$ cat src/hdl/pidsha_pkg.sv
// Shared types, constants and SHA-256 helper functions for the process id UUID hasher.
// Used by pidsha_ctrl, pidsha_dp and process_id_sha256_uuidv8; depends on nothing else.
`timescale 1ns / 1ps

package pidsha_pkg;

  // Input beat: one process event.
  typedef struct packed {
    logic [63:0] process_start_time;
    logic [63:0] process_number;
  } pidsha_in_t;

  // Result beat: the four UUID fields.
  typedef struct packed {
    logic [31:0] uuid_time_low;
    logic [15:0] uuid_mid;
    logic [15:0] uuid_hi_version;
    logic [63:0] uuid_tail;
  } pidsha_out_t;

  // Configuration register indexes.
  localparam int CFG_IDX_W = 2;
  localparam logic [CFG_IDX_W-1:0] CFG_GUID_HIGH   = 2'd0;
  localparam logic [CFG_IDX_W-1:0] CFG_GUID_LOW    = 2'd1;
  localparam logic [CFG_IDX_W-1:0] CFG_SYSTEM_TIME = 2'd2;

  // Round counting.
  localparam int ROUNDS  = 64;
  localparam int ROUND_W = 6;
  localparam logic [ROUND_W-1:0] LAST_ROUND = ROUND_W'(ROUNDS - 1);

  // Padding words for a 320-bit message in one block.
  localparam logic [31:0] PAD_MARKER  = 32'h8000_0000;
  localparam logic [31:0] MSG_BIT_LEN = 32'd320;

  // UUID version and variant marks.
  localparam logic [3:0] UUID_VERSION = 4'h8;
  localparam logic [1:0] UUID_VARIANT = 2'b10;

  // Controller states.
  typedef enum logic [1:0] {
    ST_IDLE,
    ST_ROUND,
    ST_DONE
  } ctrl_state_t;

  // Commands from the controller to the datapath.
  typedef struct packed {
    logic               load;      // start a new block from the input beat
    logic               round_en;  // run one compression round
    logic [ROUND_W-1:0] round;     // index of that round
    logic               out_load;  // capture the finished UUID
  } pidsha_cmd_t;

  localparam logic [31:0] ROUND_K [ROUNDS] = '{
    32'h428a2f98, 32'h71374491, 32'hb5c0fbcf, 32'he9b5dba5,
    32'h3956c25b, 32'h59f111f1, 32'h923f82a4, 32'hab1c5ed5,
    32'hd807aa98, 32'h12835b01, 32'h243185be, 32'h550c7dc3,
    32'h72be5d74, 32'h80deb1fe, 32'h9bdc06a7, 32'hc19bf174,
    32'he49b69c1, 32'hefbe4786, 32'h0fc19dc6, 32'h240ca1cc,
    32'h2de92c6f, 32'h4a7484aa, 32'h5cb0a9dc, 32'h76f988da,
    32'h983e5152, 32'ha831c66d, 32'hb00327c8, 32'hbf597fc7,
    32'hc6e00bf3, 32'hd5a79147, 32'h06ca6351, 32'h14292967,
    32'h27b70a85, 32'h2e1b2138, 32'h4d2c6dfc, 32'h53380d13,
    32'h650a7354, 32'h766a0abb, 32'h81c2c92e, 32'h92722c85,
    32'ha2bfe8a1, 32'ha81a664b, 32'hc24b8b70, 32'hc76c51a3,
    32'hd192e819, 32'hd6990624, 32'hf40e3585, 32'h106aa070,
    32'h19a4c116, 32'h1e376c08, 32'h2748774c, 32'h34b0bcb5,
    32'h391c0cb3, 32'h4ed8aa4a, 32'h5b9cca4f, 32'h682e6ff3,
    32'h748f82ee, 32'h78a5636f, 32'h84c87814, 32'h8cc70208,
    32'h90befffa, 32'ha4506ceb, 32'hbef9a3f7, 32'hc67178f2
  };

  localparam logic [31:0] INITIAL_H [8] = '{
    32'h6a09e667, 32'hbb67ae85, 32'h3c6ef372, 32'ha54ff53a,
    32'h510e527f, 32'h9b05688c, 32'h1f83d9ab, 32'h5be0cd19
  };

  // Byte reversal of a 32-bit word.
  function automatic logic [31:0] bswap32(input logic [31:0] x);
    return {x[7:0], x[15:8], x[23:16], x[31:24]};
  endfunction

  function automatic logic [31:0] big_sigma0(input logic [31:0] x);
    return {x[1:0], x[31:2]} ^ {x[12:0], x[31:13]} ^ {x[21:0], x[31:22]};
  endfunction

  function automatic logic [31:0] big_sigma1(input logic [31:0] x);
    return {x[5:0], x[31:6]} ^ {x[10:0], x[31:11]} ^ {x[24:0], x[31:25]};
  endfunction

  function automatic logic [31:0] small_sigma0(input logic [31:0] x);
    return {x[6:0], x[31:7]} ^ {x[17:0], x[31:18]} ^ {3'b000, x[31:3]};
  endfunction

  function automatic logic [31:0] small_sigma1(input logic [31:0] x);
    return {x[16:0], x[31:17]} ^ {x[18:0], x[31:19]} ^ {10'd0, x[31:10]};
  endfunction

endpackage

$ cat src/hdl/pidsha_ctrl.sv
// Controller for the process id UUID hasher: sequences load, 64 rounds and result hand-off.
// Depends on pidsha_pkg for the state type and the command struct.
`timescale 1ns / 1ps

module pidsha_ctrl (
  input  logic                     clk,
  input  logic                     rst_n,
  input  logic                     in_valid,
  output logic                     in_ready,
  output logic                     out_valid,
  input  logic                     out_ready,
  output pidsha_pkg::pidsha_cmd_t  cmd
);
  import pidsha_pkg::*;

  ctrl_state_t        state_r, state_nxt;
  logic [ROUND_W-1:0] round_r, round_nxt;
  logic               out_valid_r, out_valid_nxt;

  // State, round counter and result-valid registers.
  always_ff @(posedge clk) begin
    if (!rst_n) begin
      state_r     <= ST_IDLE;
      round_r     <= '0;
      out_valid_r <= 1'b0;
    end else begin
      state_r     <= state_nxt;
      round_r     <= round_nxt;
      out_valid_r <= out_valid_nxt;
    end
  end

  // Next state and commands.
  always_comb begin
    state_nxt    = state_r;
    round_nxt    = round_r;
    in_ready     = 1'b0;
    cmd.load     = 1'b0;
    cmd.round_en = 1'b0;
    cmd.round    = round_r;
    cmd.out_load = 1'b0;
    unique case (state_r)
      ST_IDLE: begin
        in_ready = 1'b1;
        if (in_valid) begin
          cmd.load  = 1'b1;
          round_nxt = '0;
          state_nxt = ST_ROUND;
        end
      end
      ST_ROUND: begin
        cmd.round_en = 1'b1;
        if (round_r == LAST_ROUND) begin
          round_nxt = '0;
          state_nxt = ST_DONE;
        end else begin
          round_nxt = round_r + 1'b1;
        end
      end
      ST_DONE: begin
        // The result register is free, or its beat leaves this cycle.
        if (!out_valid_r || out_ready) begin
          cmd.out_load = 1'b1;
          state_nxt    = ST_IDLE;
        end
      end
      default: begin
        state_nxt = ST_IDLE;
      end
    endcase
  end

  // Result valid follows the output register.
  always_comb begin
    if (cmd.out_load) begin
      out_valid_nxt = 1'b1;
    end else if (out_ready) begin
      out_valid_nxt = 1'b0;
    end else begin
      out_valid_nxt = out_valid_r;
    end
  end

  assign out_valid = out_valid_r;

`ifndef SYNTHESIS
  // A new block always starts at round zero.
  a_load_starts_rounds: assert property (@(posedge clk) disable iff (!rst_n)
    cmd.load |=> (state_r == ST_ROUND && round_r == '0))
    else $error("block load did not start the rounds at zero");

  // Rounds advance one per cycle until the last.
  a_round_step: assert property (@(posedge clk) disable iff (!rst_n)
    (state_r == ST_ROUND && round_r != LAST_ROUND) |=>
      (state_r == ST_ROUND && round_r == $past(round_r) + 1'b1))
    else $error("round counter skipped or stopped");

  // A result only appears after the final round has completed.
  a_result_after_rounds: assert property (@(posedge clk) disable iff (!rst_n)
    $rose(out_valid_r) |-> $past(state_r) == ST_DONE)
    else $error("result valid raised outside the finish state");

  // No input is taken while a block is being hashed.
  a_no_accept_busy: assert property (@(posedge clk) disable iff (!rst_n)
    (state_r == ST_ROUND) |-> !cmd.load && !cmd.out_load)
    else $error("load or result capture during rounds");
`endif

endmodule

$ cat src/hdl/pidsha_dp.sv
// Datapath of the process id UUID hasher: configuration registers, message schedule,
// SHA-256 round logic and the result register. Depends on pidsha_pkg.
`timescale 1ns / 1ps

module pidsha_dp (
  input  logic                                clk,
  input  logic                                rst_n,
  input  logic                                cfg_valid,
  input  logic [pidsha_pkg::CFG_IDX_W-1:0]    cfg_index,
  input  logic [63:0]                         cfg_data,
  input  pidsha_pkg::pidsha_in_t              in_data,
  input  pidsha_pkg::pidsha_cmd_t             cmd,
  output pidsha_pkg::pidsha_out_t             out_data
);
  import pidsha_pkg::*;

  logic [63:0] guid_high_r;
  logic [63:0] guid_low_r;
  logic [63:0] sys_time_r;

  logic [31:0] vars_r  [8];
  logic [31:0] sched_r [16];
  logic [31:0] msg     [16];

  logic [31:0] new_w;
  logic [31:0] t1;
  logic [31:0] t2;
  logic [31:0] ch;
  logic [31:0] maj;
  logic [31:0] h0, h1, h2, h3;

  pidsha_out_t out_data_r;

  // Configuration registers; indexes past the list are ignored.
  always_ff @(posedge clk) begin
    if (!rst_n) begin
      guid_high_r <= '0;
      guid_low_r  <= '0;
      sys_time_r  <= '0;
    end else if (cfg_valid) begin
      unique case (cfg_index)
        CFG_GUID_HIGH:   guid_high_r <= cfg_data;
        CFG_GUID_LOW:    guid_low_r  <= cfg_data;
        CFG_SYSTEM_TIME: sys_time_r  <= cfg_data;
        default: ;
      endcase
    end
  end

  // Padded message block as big-endian words.
  always_comb begin
    msg[0]  = bswap32(guid_high_r[63:32]);
    msg[1]  = {guid_high_r[23:16], guid_high_r[31:24], guid_high_r[7:0], guid_high_r[15:8]};
    msg[2]  = guid_low_r[63:32];
    msg[3]  = guid_low_r[31:0];
    msg[4]  = bswap32(sys_time_r[31:0]);
    msg[5]  = bswap32(sys_time_r[63:32]);
    msg[6]  = bswap32(in_data.process_start_time[31:0]);
    msg[7]  = bswap32(in_data.process_start_time[63:32]);
    msg[8]  = bswap32(in_data.process_number[31:0]);
    msg[9]  = bswap32(in_data.process_number[63:32]);
    msg[10] = PAD_MARKER;
    msg[11] = '0;
    msg[12] = '0;
    msg[13] = '0;
    msg[14] = '0;
    msg[15] = MSG_BIT_LEN;
  end

  // Schedule word sixteen rounds ahead, and the round function.
  always_comb begin
    new_w = small_sigma1(sched_r[14]) + sched_r[9] + small_sigma0(sched_r[1]) + sched_r[0];
    ch    = (vars_r[4] & vars_r[5]) ^ (~vars_r[4] & vars_r[6]);
    maj   = (vars_r[0] & vars_r[1]) ^ (vars_r[0] & vars_r[2]) ^ (vars_r[1] & vars_r[2]);
    t1    = vars_r[7] + big_sigma1(vars_r[4]) + ch + ROUND_K[cmd.round] + sched_r[0];
    t2    = big_sigma0(vars_r[0]) + maj;
  end

  // The schedule is a shift line: the word for the current round sits at the head.
  always_ff @(posedge clk) begin
    if (cmd.load) begin
      for (int i = 0; i < 16; i++) begin
        sched_r[i] <= msg[i];
      end
    end else if (cmd.round_en) begin
      for (int i = 0; i < 15; i++) begin
        sched_r[i] <= sched_r[i+1];
      end
      sched_r[15] <= new_w;
    end
  end

  // Working variables a..h, cleared at reset.
  always_ff @(posedge clk) begin
    if (!rst_n) begin
      for (int i = 0; i < 8; i++) begin
        vars_r[i] <= '0;
      end
    end else if (cmd.load) begin
      for (int i = 0; i < 8; i++) begin
        vars_r[i] <= INITIAL_H[i];
      end
    end else if (cmd.round_en) begin
      vars_r[7] <= vars_r[6];
      vars_r[6] <= vars_r[5];
      vars_r[5] <= vars_r[4];
      vars_r[4] <= vars_r[3] + t1;
      vars_r[3] <= vars_r[2];
      vars_r[2] <= vars_r[1];
      vars_r[1] <= vars_r[0];
      vars_r[0] <= t1 + t2;
    end
  end

  // First four digest words; the UUID only needs digest bytes 0 to 15.
  always_comb begin
    h0 = INITIAL_H[0] + vars_r[0];
    h1 = INITIAL_H[1] + vars_r[1];
    h2 = INITIAL_H[2] + vars_r[2];
    h3 = INITIAL_H[3] + vars_r[3];
  end

  // Result register with version and variant marks applied.
  always_ff @(posedge clk) begin
    if (cmd.out_load) begin
      out_data_r.uuid_time_low   <= bswap32(h0);
      out_data_r.uuid_mid        <= {h1[23:16], h1[31:24]};
      out_data_r.uuid_hi_version <= {UUID_VERSION, h1[3:0], h1[15:8]};
      out_data_r.uuid_tail       <= {UUID_VARIANT, h2[29:0], h3};
    end
  end

  assign out_data = out_data_r;

endmodule

$ cat src/hdl/process_id_sha256_uuidv8.sv
// Top level of the process id UUID hasher: joins the controller and the datapath.
// Depends on pidsha_pkg, pidsha_ctrl and pidsha_dp.
`timescale 1ns / 1ps

// Derives a version-8 UUID from the configured machine GUID and system start time plus
// each input beat's process start time and process number, by one SHA-256 compression
// of the padded 40-byte message. The block is loaded at the accepting edge, then the
// single round unit runs the rounds one after another, and the finish state adds the
// initial hash and fills the result register once that register is free. A new beat is
// accepted only when the previous item has reached the result register, which may still
// be waiting for the consumer. Configuration writes are always accepted and should be
// made while idle.
module process_id_sha256_uuidv8 (
  input  logic                               clk,
  input  logic                               rst_n,
  input  logic                               in_valid,
  output logic                               in_ready,
  input  pidsha_pkg::pidsha_in_t             in_data,
  output logic                               out_valid,
  input  logic                               out_ready,
  output pidsha_pkg::pidsha_out_t            out_data,
  input  logic                               cfg_valid,
  output logic                               cfg_ready,
  input  logic [pidsha_pkg::CFG_IDX_W-1:0]   cfg_index,
  input  logic [63:0]                        cfg_data
);
  import pidsha_pkg::*;

  pidsha_cmd_t cmd;

  // Register writes are always accepted and never stall.
  assign cfg_ready = 1'b1;

  pidsha_ctrl u_ctrl (
    .clk       (clk),
    .rst_n     (rst_n),
    .in_valid  (in_valid),
    .in_ready  (in_ready),
    .out_valid (out_valid),
    .out_ready (out_ready),
    .cmd       (cmd)
  );

  pidsha_dp u_dp (
    .clk       (clk),
    .rst_n     (rst_n),
    .cfg_valid (cfg_valid),
    .cfg_index (cfg_index),
    .cfg_data  (cfg_data),
    .in_data   (in_data),
    .cmd       (cmd),
    .out_data  (out_data)
  );

endmodule

$ cat config.mk
export PLATFORM = sky130hd
export DESIGN_NAME = process_id_sha256_uuidv8
export DESIGN_NICKNAME = d
export VERILOG_FILES = /design/src/hdl/pidsha_pkg.sv /design/src/hdl/pidsha_ctrl.sv /design/src/hdl/pidsha_dp.sv /design/src/hdl/process_id_sha256_uuidv8.sv
export SDC_FILE = /design/constraint.sdc
export NUM_CORES = 2
export LEC_CHECK = 0
export BUFFER_PORTS_ARGS = -buffer_cell sky130_fd_sc_hd__buf_2
export CAP_MARGIN = 0
export CELL_PAD_IN_SITES_DETAIL_PLACEMENT = 0
export CELL_PAD_IN_SITES_GLOBAL_PLACEMENT = 2
export CORE_ASPECT_RATIO = 2
export CORE_MARGIN = 4
export CORE_UTILIZATION = 43
export CTS_CLUSTER_SIZE = 24
export DETAILED_ROUTE_END_ITERATION = 16
export PLACE_DENSITY_LB_ADDON = 0.1
export SYNTH_ARGS = -nofsm -noshare
export SYNTH_HDL_FRONTEND = slang
export SYNTH_SLANG_ARGS = --single-unit
$ cat constraint.sdc
create_clock -name clk -period 42.3 [get_ports clk]
set_clock_uncertainty 0.2 [all_clocks]
set_input_delay 4.23 -clock clk [delete_from_list [all_inputs] [get_ports clk]]
set_output_delay 4.23 -clock clk [all_outputs]
set_load 0.02 [all_outputs]
==> summary.md <==
| Metric | Value |
|---|---|
| Status | finished, final reports clean |
| GRT Total Usage | 31.1% |
| Largest stage delay, worst path | 790 ps |
| Worst EP arrival | 11630 ps |
| Distinct cell type count of the synthesized netlist | 86 |
| Final antenna-violating net count | 0 |
| Detailed Routing Iterations Pass 1 | 6 |
| Cell area after synthesis | 0.0586 mm² |
| Max-Cap Viols | 0 |
| Post-CTS sizing | 0 |
| CTS tree | yes |
| WHS | 256 ps |
| R2R setup slack | 30960 ps |
| Num CTS Buffers | 102 |
| Root Driver | clkbuf_16 |
| Least-Margin Pin Slew | 1270 ps |
| Post-DP HPWL | 169 mm |
| Post CTS Setup Buffer Count | 0 |
| Slew headroom | 15.5% |
| Iter 0 DRT Violations | about 2.9k |
| Drt total wl | 224 mm |
| Post-Layout Cell Count | slightly below 8k |
| Yosys top cell area share | 40.7% |
| RSZ-0062 raised after global routing | no |
| Fin area | between 0.06 and 0.07 mm² |
| Clock buffer depth | 3 |
| Hold buffers post-CTS | 0 |
| Count leader, synth | nand2_1 |
| Post-route clock period utilization | between 20% and 30% |
| Crit start category | flop |
| FF+latch area | 0.0298 mm² |
| Final Critical Period | 11340 ps |
| Clock transition at path regs | ~70 ps |
| Antenna violations before repair | 7 |
| Port-buffer cells | 322 |
| Via count | ~43k |
| Clk Latency, worst-skew pair | 760 ps |
| Placed Cells | 7660 |
| DRC | 0 |
| Largest net degree at the start of global routing | 171 |
| Die height | 530 µm |
| Buf/Inv on CP | 4 |
| Fillers | 12.9k |
| TritonCTS Sinks | 1091 |
| Ports | 330 |
| Global route overflow | 0 |
| Ys async rst share | 0% |
| Sequential share of the synthesized area | 50.9% |
| Top delay family on crit path | adder cells |
| Starting Density | 43.3% |
| Highest clock rate | 88.2 MHz |
| Via/cell ratio | 5.47 |
| H-Tree Depth | 3 |
| Slowest cell on crit path | ha_1 |
| Gpl congestion | 0.987 |
| Syn Area/Cell | roughly 10 µm² |
| Core ar. | 0.135 mm² |
| Synth top cells by count | nand2_1, edfxtp_1, xnor2_1 |
| Flops & latches, synth | 1091 |
| Mapped Cells | 5881 |
| Crit. End Element | flop |
| Synth warn | 0 |
| Routed WL per cell | around 29 µm |
| Final setup fails | 0 |
| Number of global-route vias before repair | 44.4k |
| Std-Cell Rows | 191 |
| Critical path required time | 42590 ps |
| CP max FO | 31 |
| # nets final | 6559 |
| Most frequent cell on the critical path | fa_1 |
| Ratio of cells with drive above 1 in the final layout | between 10% and 20% |
| Die footprint | around 0.14 mm² |
| Final TNS setup | 0 ps |
| Top cells by area in the synthesized netlist | edfxtp_1, nand2_1, dfxtp_1 |
| Width of the die | 269 µm |
| Placed cell area | 0.0617 mm² |
| EDFF count, synth | approximately 790 |
| Top_reg_cell synth | edfxtp_1 |
| Multi-input logic area | 0.0268 mm² |
| Area growth syn-to-layout | 11.2% |
| First-pass GRT wire length | 314 mm |
| Worst hold path type | flop to flop |
| Final slew viol count | 0 |
| Yosys top cell by area | edfxtp_1 |
| Crit path kind | flop to flop |
| Final Hold Viols | 0 |
-- layout make-up --
| cell class | count | area share, % |
|---|---|---|
| well taps | 1737 | 3.34 |
| flip-flops and latches | 1091 | 45.8 |
| diodes | 4 | 0.0154 |
| clock inverters | 63 | 0.932 |
| inverters | 185 | 1.08 |
| multi-input cells | 4244 | 41.1 |
| clock buffers | 130 | 4.29 |
| repair buffers | 403 | 3.45 |
-- state kept, by name, summed over array words and instances (netlist names) --
| name | cells |
|---|---|
| u_dp.sched_r | 512 |
| u_dp.out_data | 122 |
| u_dp.sys_time_r | 64 |
| u_ctrl.state_r | 2 |
| u_ctrl.round_r | 6 |
| u_dp.vars_r | 256 |
| u_ctrl.out_valid | 1 |
| u_dp.guid_high_r | 64 |
| u_dp.guid_low_r | 64 |
-- through the flow --
stage	worst slack (ps)	util, %
after floorplan	21220	-
after global placement	31040	45.6
after detailed placement	31120	45.6
after CTS	31070	48.1
after global routing	30320	48.1
final	30960	48.1
-- layer usage --
layer	up-vias	routed length, µm	global-route usage, %
li1	20200	-	-
met5	-	0	0
met4	0	24900	27.4
met2	1200	121000	59.2
met3	572	7770	3.89
met1	21100	70200	28.4
-- tightest hold or removal path, delay by kind of cell (launching register included) --
kind | cells | cell delay (ps)
compound gates | 1 | 50
flops | 1 | 310
simple gates | 1 | 50
-- path summary, 6_finish.rpt --
| kind | start | to | cells after the start |
|---|---|---|---|
| setup / recovery | u_ctrl.round_r[0]$_SDFFE_PN0P_ | u_dp.vars_r[0][31]$_SDFFCE_PN0P_ | 35 |
| hold / removal | u_dp.sys_time_r[23]$_SDFFE_PN0P_ | u_dp.sys_time_r[23]$_SDFFE_PN0P_ | 2 |
| setup reg to reg | u_ctrl.round_r[0]$_SDFFE_PN0P_ | u_dp.vars_r[0][31]$_SDFFCE_PN0P_ | 35 |
| hold reg to reg | u_dp.sys_time_r[23]$_SDFFE_PN0P_ | u_dp.sys_time_r[23]$_SDFFE_PN0P_ | 2 |
-- cells in the final DEF, fill, tap and decap left out, types with 16 or more instances in the layout --
| master | n |
|---|---|
| a211oi_1 | 26 |
| a21boi_0 | 114 |
| a21o_1 | 60 |
| a21oi_1 | 315 |
| a22o_1 | 20 |
| a31oi_1 | 57 |
| and2_1 | 173 |
| and3_1 | 54 |
| buf_2 | 321 |
| buf_4 | 80 |
| clkbuf_1 | 17 |
| clkbuf_16 | 104 |
| clkinv_1 | 17 |
| clkinv_2 | 25 |
| dfxtp_1 | 294 |
| edfxtp_1 | 794 |
| fa_1 | 187 |
| ha_1 | 146 |
| inv_1 | 182 |
| maj3_1 | 21 |
| mux2_2 | 27 |
| nand2_1 | 1605 |
| nand2b_1 | 40 |
| nand3_1 | 48 |
| nor2_1 | 328 |
| nor2b_1 | 27 |
| nor3_1 | 60 |
| nor4_1 | 16 |
| o211ai_1 | 16 |
| o21a_1 | 26 |
| o21ai_0 | 175 |
| o21bai_1 | 16 |
| xnor2_1 | 348 |
| xor2_1 | 109 |
-- cell families after synthesis --
logic type,Yosys count,share of synthesized area [%]
and+or+nand+nor,2416,17.4
buffers and inverters,551,3.60
xor gates and xnor gates,459,6.91
DFF,1091,50.9
adders and majority gates,354,9.87
muxes,43,0.921
other,2,0.0128
AOI/OAI and AO/OA,965,10.4
Power is not shown: default switching activity piles up to over one toggle a cycle in this logic, so the estimate is an artifact.
